File: config.mk
export PLATFORM = sky130hd
export DESIGN_NAME = mesh_relay_duplicate_filter
export DESIGN_NICKNAME = d
export VERILOG_FILES = /design/src/rtl/mrdf_pkg.sv /design/src/rtl/mrdf_ram.sv /design/src/rtl/mesh_relay_duplicate_filter.sv
export SDC_FILE = /design/constraint.sdc
export NUM_CORES = 1
export LEC_CHECK = 0
export BUFFER_PORTS_ARGS = -buffer_cell sky130_fd_sc_hd__buf_2
export CAP_MARGIN = 0
export CORE_AREA = 3 3 244 485
export CTS_CLUSTER_DIAMETER = 150
export CTS_CLUSTER_SIZE = 40
export DETAILED_ROUTE_END_ITERATION = 12
export DIE_AREA = 0 0 247 488
export PLACE_DENSITY = 0.47
export SETUP_SLACK_MARGIN = 0.3
export SLEW_MARGIN = 10
export SYNTH_ARGS = -nofsm -noshare
export SYNTH_HDL_FRONTEND = slang
export SYNTH_SLANG_ARGS = --single-unit
File: constraint.sdc
create_clock -name aclk -period 6.2 [get_ports aclk]
set_input_delay 0.62 -clock aclk [delete_from_list [all_inputs] [get_ports aclk]]
set_output_delay 0.62 -clock aclk [all_outputs]
set_load 0.02 [all_outputs]
File: src/rtl/mrdf_pkg.sv
// Shared widths, codes and reset values of the mesh relay duplicate filter.
package mrdf_pkg;

    localparam int ADDR_W      = 14;
    localparam int ID_W        = 7;
    localparam int TTL_W       = 4;
    localparam int KEY_W       = ADDR_W + ID_W;
    localparam int ACTION_W    = 3;
    localparam int CFG_INDEX_W = 8;
    localparam int S_TDATA_W   = 40;
    localparam int M_TDATA_W   = 8;

    localparam int HISTORY_DEPTH_DEF = 20;

    localparam logic [ADDR_W-1:0] OWN_ADDRESS_RST     = 14'd1100;
    localparam logic [ADDR_W-1:0] GROUP_ADDRESS_A_RST = 14'd1003;
    localparam logic [ADDR_W-1:0] GROUP_ADDRESS_B_RST = 14'd1002;
    localparam logic [ADDR_W-1:0] GROUP_ADDRESS_C_RST = 14'd1001;

    localparam logic [CFG_INDEX_W-1:0] REG_OWN_ADDRESS     = 8'd0;
    localparam logic [CFG_INDEX_W-1:0] REG_GROUP_ADDRESS_A = 8'd1;
    localparam logic [CFG_INDEX_W-1:0] REG_GROUP_ADDRESS_B = 8'd2;
    localparam logic [CFG_INDEX_W-1:0] REG_GROUP_ADDRESS_C = 8'd3;

    typedef enum logic [ACTION_W-1:0] {
        ACT_PROCESS   = 3'd0,
        ACT_LOCAL_DUP = 3'd1,
        ACT_FORWARD   = 3'd2,
        ACT_RELAY_DUP = 3'd3,
        ACT_EXPIRED   = 3'd4
    } action_t;

    typedef enum logic [1:0] {
        ST_IDLE,
        ST_SCAN,
        ST_FINISH
    } state_t;

endpackage

File: src/rtl/mrdf_ram.sv
// Generic simple dual-port RAM with one write port and a registered read port.
module mrdf_ram #(
    parameter int WIDTH  = 8,
    parameter int DEPTH  = 16,
    parameter int ADDR_W = (DEPTH > 1) ? $clog2(DEPTH) : 1
) (
    input  logic              aclk,
    input  logic              wr_en,
    input  logic [ADDR_W-1:0] wr_addr,
    input  logic [WIDTH-1:0]  wr_data,
    input  logic              rd_en,
    input  logic [ADDR_W-1:0] rd_addr,
    output logic [WIDTH-1:0]  rd_data
);

    logic [WIDTH-1:0] mem [DEPTH];
    logic [WIDTH-1:0] rd_data_reg;

    always_ff @(posedge aclk) begin
        if (wr_en) begin
            mem[wr_addr] <= wr_data;
        end
        if (rd_en) begin
            rd_data_reg <= mem[rd_addr];
        end
    end

    assign rd_data = rd_data_reg;

endmodule

File: src/rtl/mesh_relay_duplicate_filter.sv
// Top level of the mesh relay duplicate filter: header decode, history scan and result.
//
// Usage: each word on the s_ channel is one received packet header. Packets for
// this node or one of its three group addresses are checked against the local
// history of (source, id) keys; all others against the relay history. One
// result word per header leaves on the m_ channel: the action and, when
// forwarding, the lowered TTL.
// The four address registers are written over the cfg_ channel, which is
// always ready; writes to an index beyond the list are ignored.
// Both histories share one RAM and are scanned one entry per cycle through its
// single read port; a new key is compared against every entry of its history,
// and the scan stops at the entry where the key is found. The result is then
// loaded into the output register from ST_FINISH.
// A new header is accepted while a result still waits in the output register;
// if the receiver stalls, the finished result of the following header waits
// until the output register is taken, and no further header is accepted.
// Reset clears the valid bits and pointers of both histories at once and loads
// the address registers with their defaults; no clearing pass is needed.
module mesh_relay_duplicate_filter #(
    parameter int HISTORY_DEPTH = mrdf_pkg::HISTORY_DEPTH_DEF
) (
    input  logic                             aclk,
    input  logic                             aresetn,
    // s_tdata: source_address[13:0], dest_address[27:14], packet_id[34:28],
    // hop_ttl[38:35], zero[39]
    input  logic                             s_tvalid,
    output logic                             s_tready,
    input  logic [mrdf_pkg::S_TDATA_W-1:0]   s_tdata,
    // m_tdata: action[2:0], forward_ttl[6:3], zero[7]
    output logic                             m_tvalid,
    input  logic                             m_tready,
    output logic [mrdf_pkg::M_TDATA_W-1:0]   m_tdata,
    input  logic                             cfg_valid,
    output logic                             cfg_ready,
    input  logic [mrdf_pkg::CFG_INDEX_W-1:0] cfg_index,
    input  logic [mrdf_pkg::ADDR_W-1:0]      cfg_data
);

    import mrdf_pkg::*;

    localparam int IDX_W    = (HISTORY_DEPTH > 1) ? $clog2(HISTORY_DEPTH) : 1;
    localparam int RAM_DEPTH = 2 * HISTORY_DEPTH;
    localparam int RAM_AW   = $clog2(RAM_DEPTH);
    localparam logic [IDX_W-1:0]  LAST_IDX   = IDX_W'(HISTORY_DEPTH - 1);
    localparam logic [RAM_AW-1:0] RELAY_BASE = RAM_AW'(HISTORY_DEPTH);
    localparam int PAD_W = M_TDATA_W - ACTION_W - TTL_W;

    state_t state_reg, state_next;

    logic [ADDR_W-1:0] own_address_reg, own_address_next;
    logic [ADDR_W-1:0] group_a_reg, group_a_next;
    logic [ADDR_W-1:0] group_b_reg, group_b_next;
    logic [ADDR_W-1:0] group_c_reg, group_c_next;

    logic [KEY_W-1:0] key_reg, key_next;
    logic             local_sel_reg, local_sel_next;
    logic [TTL_W-1:0] ttl_reg, ttl_next;

    logic [IDX_W-1:0] rd_idx_reg, rd_idx_next;
    logic             rd_busy_reg, rd_busy_next;
    logic             cmp_vld_reg, cmp_vld_next;
    logic [IDX_W-1:0] cmp_idx_reg, cmp_idx_next;

    logic [HISTORY_DEPTH-1:0] local_valid_reg, local_valid_next;
    logic [HISTORY_DEPTH-1:0] relay_valid_reg, relay_valid_next;
    logic [IDX_W-1:0]         local_ptr_reg, local_ptr_next;
    logic [IDX_W-1:0]         relay_ptr_reg, relay_ptr_next;

    action_t          res_action_reg, res_action_next;
    logic [TTL_W-1:0] res_ttl_reg, res_ttl_next;

    logic                 m_valid_reg, m_valid_next;
    logic [M_TDATA_W-1:0] m_data_reg, m_data_next;

    logic [ADDR_W-1:0] in_src, in_dst;
    logic [ID_W-1:0]   in_pid;
    logic [TTL_W-1:0]  in_ttl;
    logic              dst_match;
    logic              in_fire, m_fire;
    logic              entry_valid, hit, scan_end;
    logic [IDX_W-1:0]  cur_ptr, ptr_inc;
    logic [RAM_AW-1:0] base_addr;

    logic              rd_en, wr_en;
    logic [RAM_AW-1:0] rd_addr, wr_addr;
    logic [KEY_W-1:0]  rd_data;

    assign in_src = s_tdata[ADDR_W-1:0];
    assign in_dst = s_tdata[2*ADDR_W-1:ADDR_W];
    assign in_pid = s_tdata[2*ADDR_W+ID_W-1:2*ADDR_W];
    assign in_ttl = s_tdata[2*ADDR_W+ID_W+TTL_W-1:2*ADDR_W+ID_W];

    assign dst_match = (in_dst == own_address_reg) || (in_dst == group_a_reg) ||
                       (in_dst == group_b_reg) || (in_dst == group_c_reg);

    assign s_tready  = (state_reg == ST_IDLE);
    assign cfg_ready = 1'b1;
    assign in_fire   = s_tvalid && s_tready;
    assign m_fire    = m_valid_reg && m_tready;

    assign entry_valid = local_sel_reg ? local_valid_reg[cmp_idx_reg]
                                       : relay_valid_reg[cmp_idx_reg];
    assign hit      = cmp_vld_reg && entry_valid && (rd_data == key_reg);
    assign scan_end = cmp_vld_reg && (hit || (cmp_idx_reg == LAST_IDX));

    assign cur_ptr   = local_sel_reg ? local_ptr_reg : relay_ptr_reg;
    assign ptr_inc   = (cur_ptr == LAST_IDX) ? '0 : cur_ptr + 1'b1;
    assign base_addr = local_sel_reg ? '0 : RELAY_BASE;

    // Writes only happen on the last compare of an item, and the next item's
    // first read comes only after ST_FINISH and ST_IDLE, so no forwarding is needed.
    assign rd_en   = (state_reg == ST_SCAN) && rd_busy_reg;
    assign rd_addr = base_addr + RAM_AW'(rd_idx_reg);
    assign wr_en   = (state_reg == ST_SCAN) && scan_end && !hit;
    assign wr_addr = base_addr + RAM_AW'(cur_ptr);

    mrdf_ram #(
        .WIDTH  (KEY_W),
        .DEPTH  (RAM_DEPTH),
        .ADDR_W (RAM_AW)
    ) u_history_ram (
        .aclk    (aclk),
        .wr_en   (wr_en),
        .wr_addr (wr_addr),
        .wr_data (key_reg),
        .rd_en   (rd_en),
        .rd_addr (rd_addr),
        .rd_data (rd_data)
    );

    always_comb begin
        state_next       = state_reg;
        own_address_next = own_address_reg;
        group_a_next     = group_a_reg;
        group_b_next     = group_b_reg;
        group_c_next     = group_c_reg;
        key_next         = key_reg;
        local_sel_next   = local_sel_reg;
        ttl_next         = ttl_reg;
        rd_idx_next      = rd_idx_reg;
        rd_busy_next     = rd_busy_reg;
        cmp_vld_next     = cmp_vld_reg;
        cmp_idx_next     = cmp_idx_reg;
        local_valid_next = local_valid_reg;
        relay_valid_next = relay_valid_reg;
        local_ptr_next   = local_ptr_reg;
        relay_ptr_next   = relay_ptr_reg;
        res_action_next  = res_action_reg;
        res_ttl_next     = res_ttl_reg;
        m_valid_next     = m_valid_reg;
        m_data_next      = m_data_reg;

        if (cfg_valid && cfg_ready) begin
            unique case (cfg_index)
                REG_OWN_ADDRESS:     own_address_next = cfg_data;
                REG_GROUP_ADDRESS_A: group_a_next     = cfg_data;
                REG_GROUP_ADDRESS_B: group_b_next     = cfg_data;
                REG_GROUP_ADDRESS_C: group_c_next     = cfg_data;
                default: ;
            endcase
        end

        if (m_fire) begin
            m_valid_next = 1'b0;
        end

        unique case (state_reg)
            ST_IDLE: begin
                if (in_fire) begin
                    key_next       = {in_src, in_pid};
                    local_sel_next = dst_match;
                    ttl_next       = in_ttl;
                    rd_idx_next    = '0;
                    rd_busy_next   = 1'b1;
                    cmp_vld_next   = 1'b0;
                    state_next     = ST_SCAN;
                end
            end
            ST_SCAN: begin
                cmp_vld_next = rd_en;
                cmp_idx_next = rd_idx_reg;
                if (rd_en) begin
                    if (rd_idx_reg == LAST_IDX) begin
                        rd_busy_next = 1'b0;
                    end else begin
                        rd_idx_next = rd_idx_reg + 1'b1;
                    end
                end
                if (scan_end) begin
                    rd_busy_next = 1'b0;
                    cmp_vld_next = 1'b0;
                    state_next   = ST_FINISH;
                    res_ttl_next = '0;
                    if (hit) begin
                        res_action_next = local_sel_reg ? ACT_LOCAL_DUP : ACT_RELAY_DUP;
                    end else begin
                        if (local_sel_reg) begin
                            local_valid_next[cur_ptr] = 1'b1;
                            local_ptr_next            = ptr_inc;
                            res_action_next           = ACT_PROCESS;
                        end else begin
                            relay_valid_next[cur_ptr] = 1'b1;
                            relay_ptr_next            = ptr_inc;
                            if (ttl_reg != '0) begin
                                res_action_next = ACT_FORWARD;
                                res_ttl_next    = ttl_reg - 1'b1;
                            end else begin
                                res_action_next = ACT_EXPIRED;
                            end
                        end
                    end
                end
            end
            ST_FINISH: begin
                if (!m_valid_reg || m_tready) begin
                    m_valid_next = 1'b1;
                    m_data_next  = {{PAD_W{1'b0}}, res_ttl_reg, res_action_reg};
                    state_next   = ST_IDLE;
                end
            end
            default: state_next = ST_IDLE;
        endcase
    end

    always_ff @(posedge aclk) begin
        if (!aresetn) begin
            state_reg       <= ST_IDLE;
            own_address_reg <= OWN_ADDRESS_RST;
            group_a_reg     <= GROUP_ADDRESS_A_RST;
            group_b_reg     <= GROUP_ADDRESS_B_RST;
            group_c_reg     <= GROUP_ADDRESS_C_RST;
            rd_busy_reg     <= 1'b0;
            cmp_vld_reg     <= 1'b0;
            local_valid_reg <= '0;
            relay_valid_reg <= '0;
            local_ptr_reg   <= '0;
            relay_ptr_reg   <= '0;
            m_valid_reg     <= 1'b0;
        end else begin
            state_reg       <= state_next;
            own_address_reg <= own_address_next;
            group_a_reg     <= group_a_next;
            group_b_reg     <= group_b_next;
            group_c_reg     <= group_c_next;
            rd_busy_reg     <= rd_busy_next;
            cmp_vld_reg     <= cmp_vld_next;
            local_valid_reg <= local_valid_next;
            relay_valid_reg <= relay_valid_next;
            local_ptr_reg   <= local_ptr_next;
            relay_ptr_reg   <= relay_ptr_next;
            m_valid_reg     <= m_valid_next;
        end
    end

    always_ff @(posedge aclk) begin
        key_reg        <= key_next;
        local_sel_reg  <= local_sel_next;
        ttl_reg        <= ttl_next;
        rd_idx_reg     <= rd_idx_next;
        cmp_idx_reg    <= cmp_idx_next;
        res_action_reg <= res_action_next;
        res_ttl_reg    <= res_ttl_next;
        m_data_reg     <= m_data_next;
    end

    assign m_tvalid = m_valid_reg;
    assign m_tdata  = m_data_reg;

endmodule

==> out/results.txt <==
CP Cell Sequence - xnor2_1 > nand4_1 > or4_1 > nor4_2 > or3_1 > nor2_4
Longest Clk Path Bufs - 3
GRT Residual Overflow - 0
placed standard-cell area - 42700 um2
Logic pwr share - 9.2%
FMAX - 214 MHz
final critical-path required period - 4.68 ns
share of the synthesized area in the top cell type - 68.2%
worst hold path type - input pin to register
Most used DFF post-synth - edfxtp_1
Post-Route WL - 96.5 mm
gpl congestion - 0.827
hpwl dp - 62.8 mm
post-CTS sizing - 0
die extent in x - 247 um
CTS Sinks - 1022
Yosys warning count - 0
Core ar. - 115000 um2
die span in y - 488 um
Initial Utilization - 34.8%
layout cell share with drive strength beyond 1 - 22.6%
area grow syn2layout - 8.75%
Slowest cell on crit path - edfxtp_1
via count - 19.0k
post-synthesis sequential area ratio - 73.8%
Max VDD drop - 0.000211 V
status - completed
data required time of the worst path - 6.55 ns
max reg flops - 840
pin count of the biggest net entering global routing - 89
Num CTS Buffers - 29
post-route setup TNS - 0 ns
Yosys top cell by area - edfxtp_1
first-pass GRT wire length - 141 mm
commonest cells after routing, fill and taps aside - edfxtp_1, mux4_2, nand2_1
register area - 29600 um2
Synth area leaders - edfxtp_1, mux4_2, dfxtp_1
Clock transition at path regs - 0.15 ns
IO Pins - 78
Reg power frac - 65.7%
Final period util - 75.5%
power share of the clock group - 25.0%
total power per unit cell area - 264 nW/um2
Final Cell Area - 43600 um2
Cell variety after synth - 63
area taken by multi-input logic gates - 10200 um2
vias in the first global route - 20.5k
Slew @ Worst Pin - 1.25 ns
synthesis-stage register bit count - 1022
die area - 121000 um2
Cell Area, Synth - 40100 um2
crit end category - register
EDFF count, synth - 911
pins over their slew limit - 0
final setup violating endpoints - 0
Post-DRT Antenna Nets - 0
Fin Clk Skew - 0.0392 ns
FFs w/ async S/R, synth - 0%
CP max FO - 41
Critical Path AT - 5.03 ns
Layout fillers - 10.4k
port bufs - 74
1st-pass router iterations - 7
startpoint types - register
most common cell after layout, fill and taps aside - edfxtp_1
RSZ-0062 raised after global routing - no
insertion delay to the later sink of the worst-skew pair - 0.68 ns
CTS tree - yes
wire per inst - 26.4 um
switch share - 22.6%
final hold viol count - 0
clk root buf - clkbuf_16
Slew HR - 16.6%
FP Rows - 176
Syn Nets - 2138
maxcap violations - 0
Setup Buffers After CTS - 0
WP buf/inv - 0
Vias/cell - 5.19
LEAKAGE - 13.2 nW
Syn Inst Count - 2061
H-tree depth - 1
initial antenna violation count - 4
slowest stage delay, CP - 1.21 ns
critical setup path kind - register to register
1st-iter DRT viols - 1102
drt drc - 0
global-route usage over all layers - 16.0%
Int Pwr - 0.00892 W
P_sw - 0.00260 W
cts hold-fix bufs - 0
Net count, final - 2192
CP top delay family - simple AND/OR/NAND/NOR gates
Avg Inst Size Synth - 19.5 um2
cells in the mapped netlist, types with 13 or more instances:
master / count
nor2b_1: 26
nor2_1: 67
a211oi_1: 21
xor2_1: 48
nand4_1: 13
dfxtp_1: 111
xnor2_1: 38
mux4_2: 257
nor4_1: 13
mux2i_1: 39
edfxtp_1: 911
o41ai_1: 16
nand3_1: 43
a21oi_1: 29
nand2_1: 163
a32o_1: 18
clkbuf_1: 68
buf_2: 31
a21boi_0: 32
per-layer routing:
metal / vias up / global-route usage, % / part of all wire (%)
met2: 306 / 32.4 / 59
met1: 10211 / 17.6 / 36
met3: 83 / 1.03 / 2.7
met5: - / 0 / 0
met4: 0 / 4.34 / 2.5
li1: 8358 / - / -
cell families after synthesis:
logic type | Yosys count | share of synthesized area (%)
xor+xnor | 86 | 1.88
fa+ha+maj | 10 | 0.312
simple gates | 370 | 4.31
other cells | 2 | 0.0187
mux | 300 | 15.6
flops | 1022 | 73.8
buf+inv | 125 | 1.32
compound gates | 146 | 2.76
power by group through the flow:
stage,Sequential [W],Combinational [W],Clock (W)
after global placement,0.00774,0.00106,0
final,0.00757,0.00106,0.00289
after CTS,0.00759,0.00107,0.00303
after floorplan,0.00775,0.000673,0
after global routing,0.00758,0.00114,0.00321
after detailed placement,0.00774,0.00107,0
metrics by stage:
stage                     hold slack, ns  util (%)  setup WS (ns)  total power (W)  cells
after floorplan                    0.400         -           2.80          0.00842   2061
after global placement             0.404      37.0           1.64          0.00880   3593
after CTS                         0.0316      37.8           1.44           0.0117   3646
final                              0.103      37.9           1.52           0.0115   3654
after detailed placement           0.408      37.0           1.50          0.00881   3593
after global routing              0.0567      37.9           1.31           0.0119   3654
final timing paths:
| check | slack, ns | endpoint | startpoint | cells past startpoint |
|---|---|---|---|---|
| max reg2reg | 1.52 | u_history_ram.mem[9][3] | key_reg[9] | 6 |
| min reg2reg | 0.44 | m_tdata[2] | res_action_reg[2] | 0 |
| max | 1.52 | u_history_ram.mem[9][3] | key_reg[9] | 6 |
| min | 0.10 | key_reg[9] | s_tdata[2] | 1 |
layout make-up:
type | count | area share (%)
inverter | 10 | 0.0861
timing repair buffer | 138 | 2.31
clock buffer | 52 | 1.86
tap | 1513 | 4.34
antenna | 4 | 0.0230
multi-input combinational | 914 | 23.5
sequential | 1022 | 67.8
clock inverter | 1 | 0.0459
No activity file was read; power rests on OpenSTA's default activity.
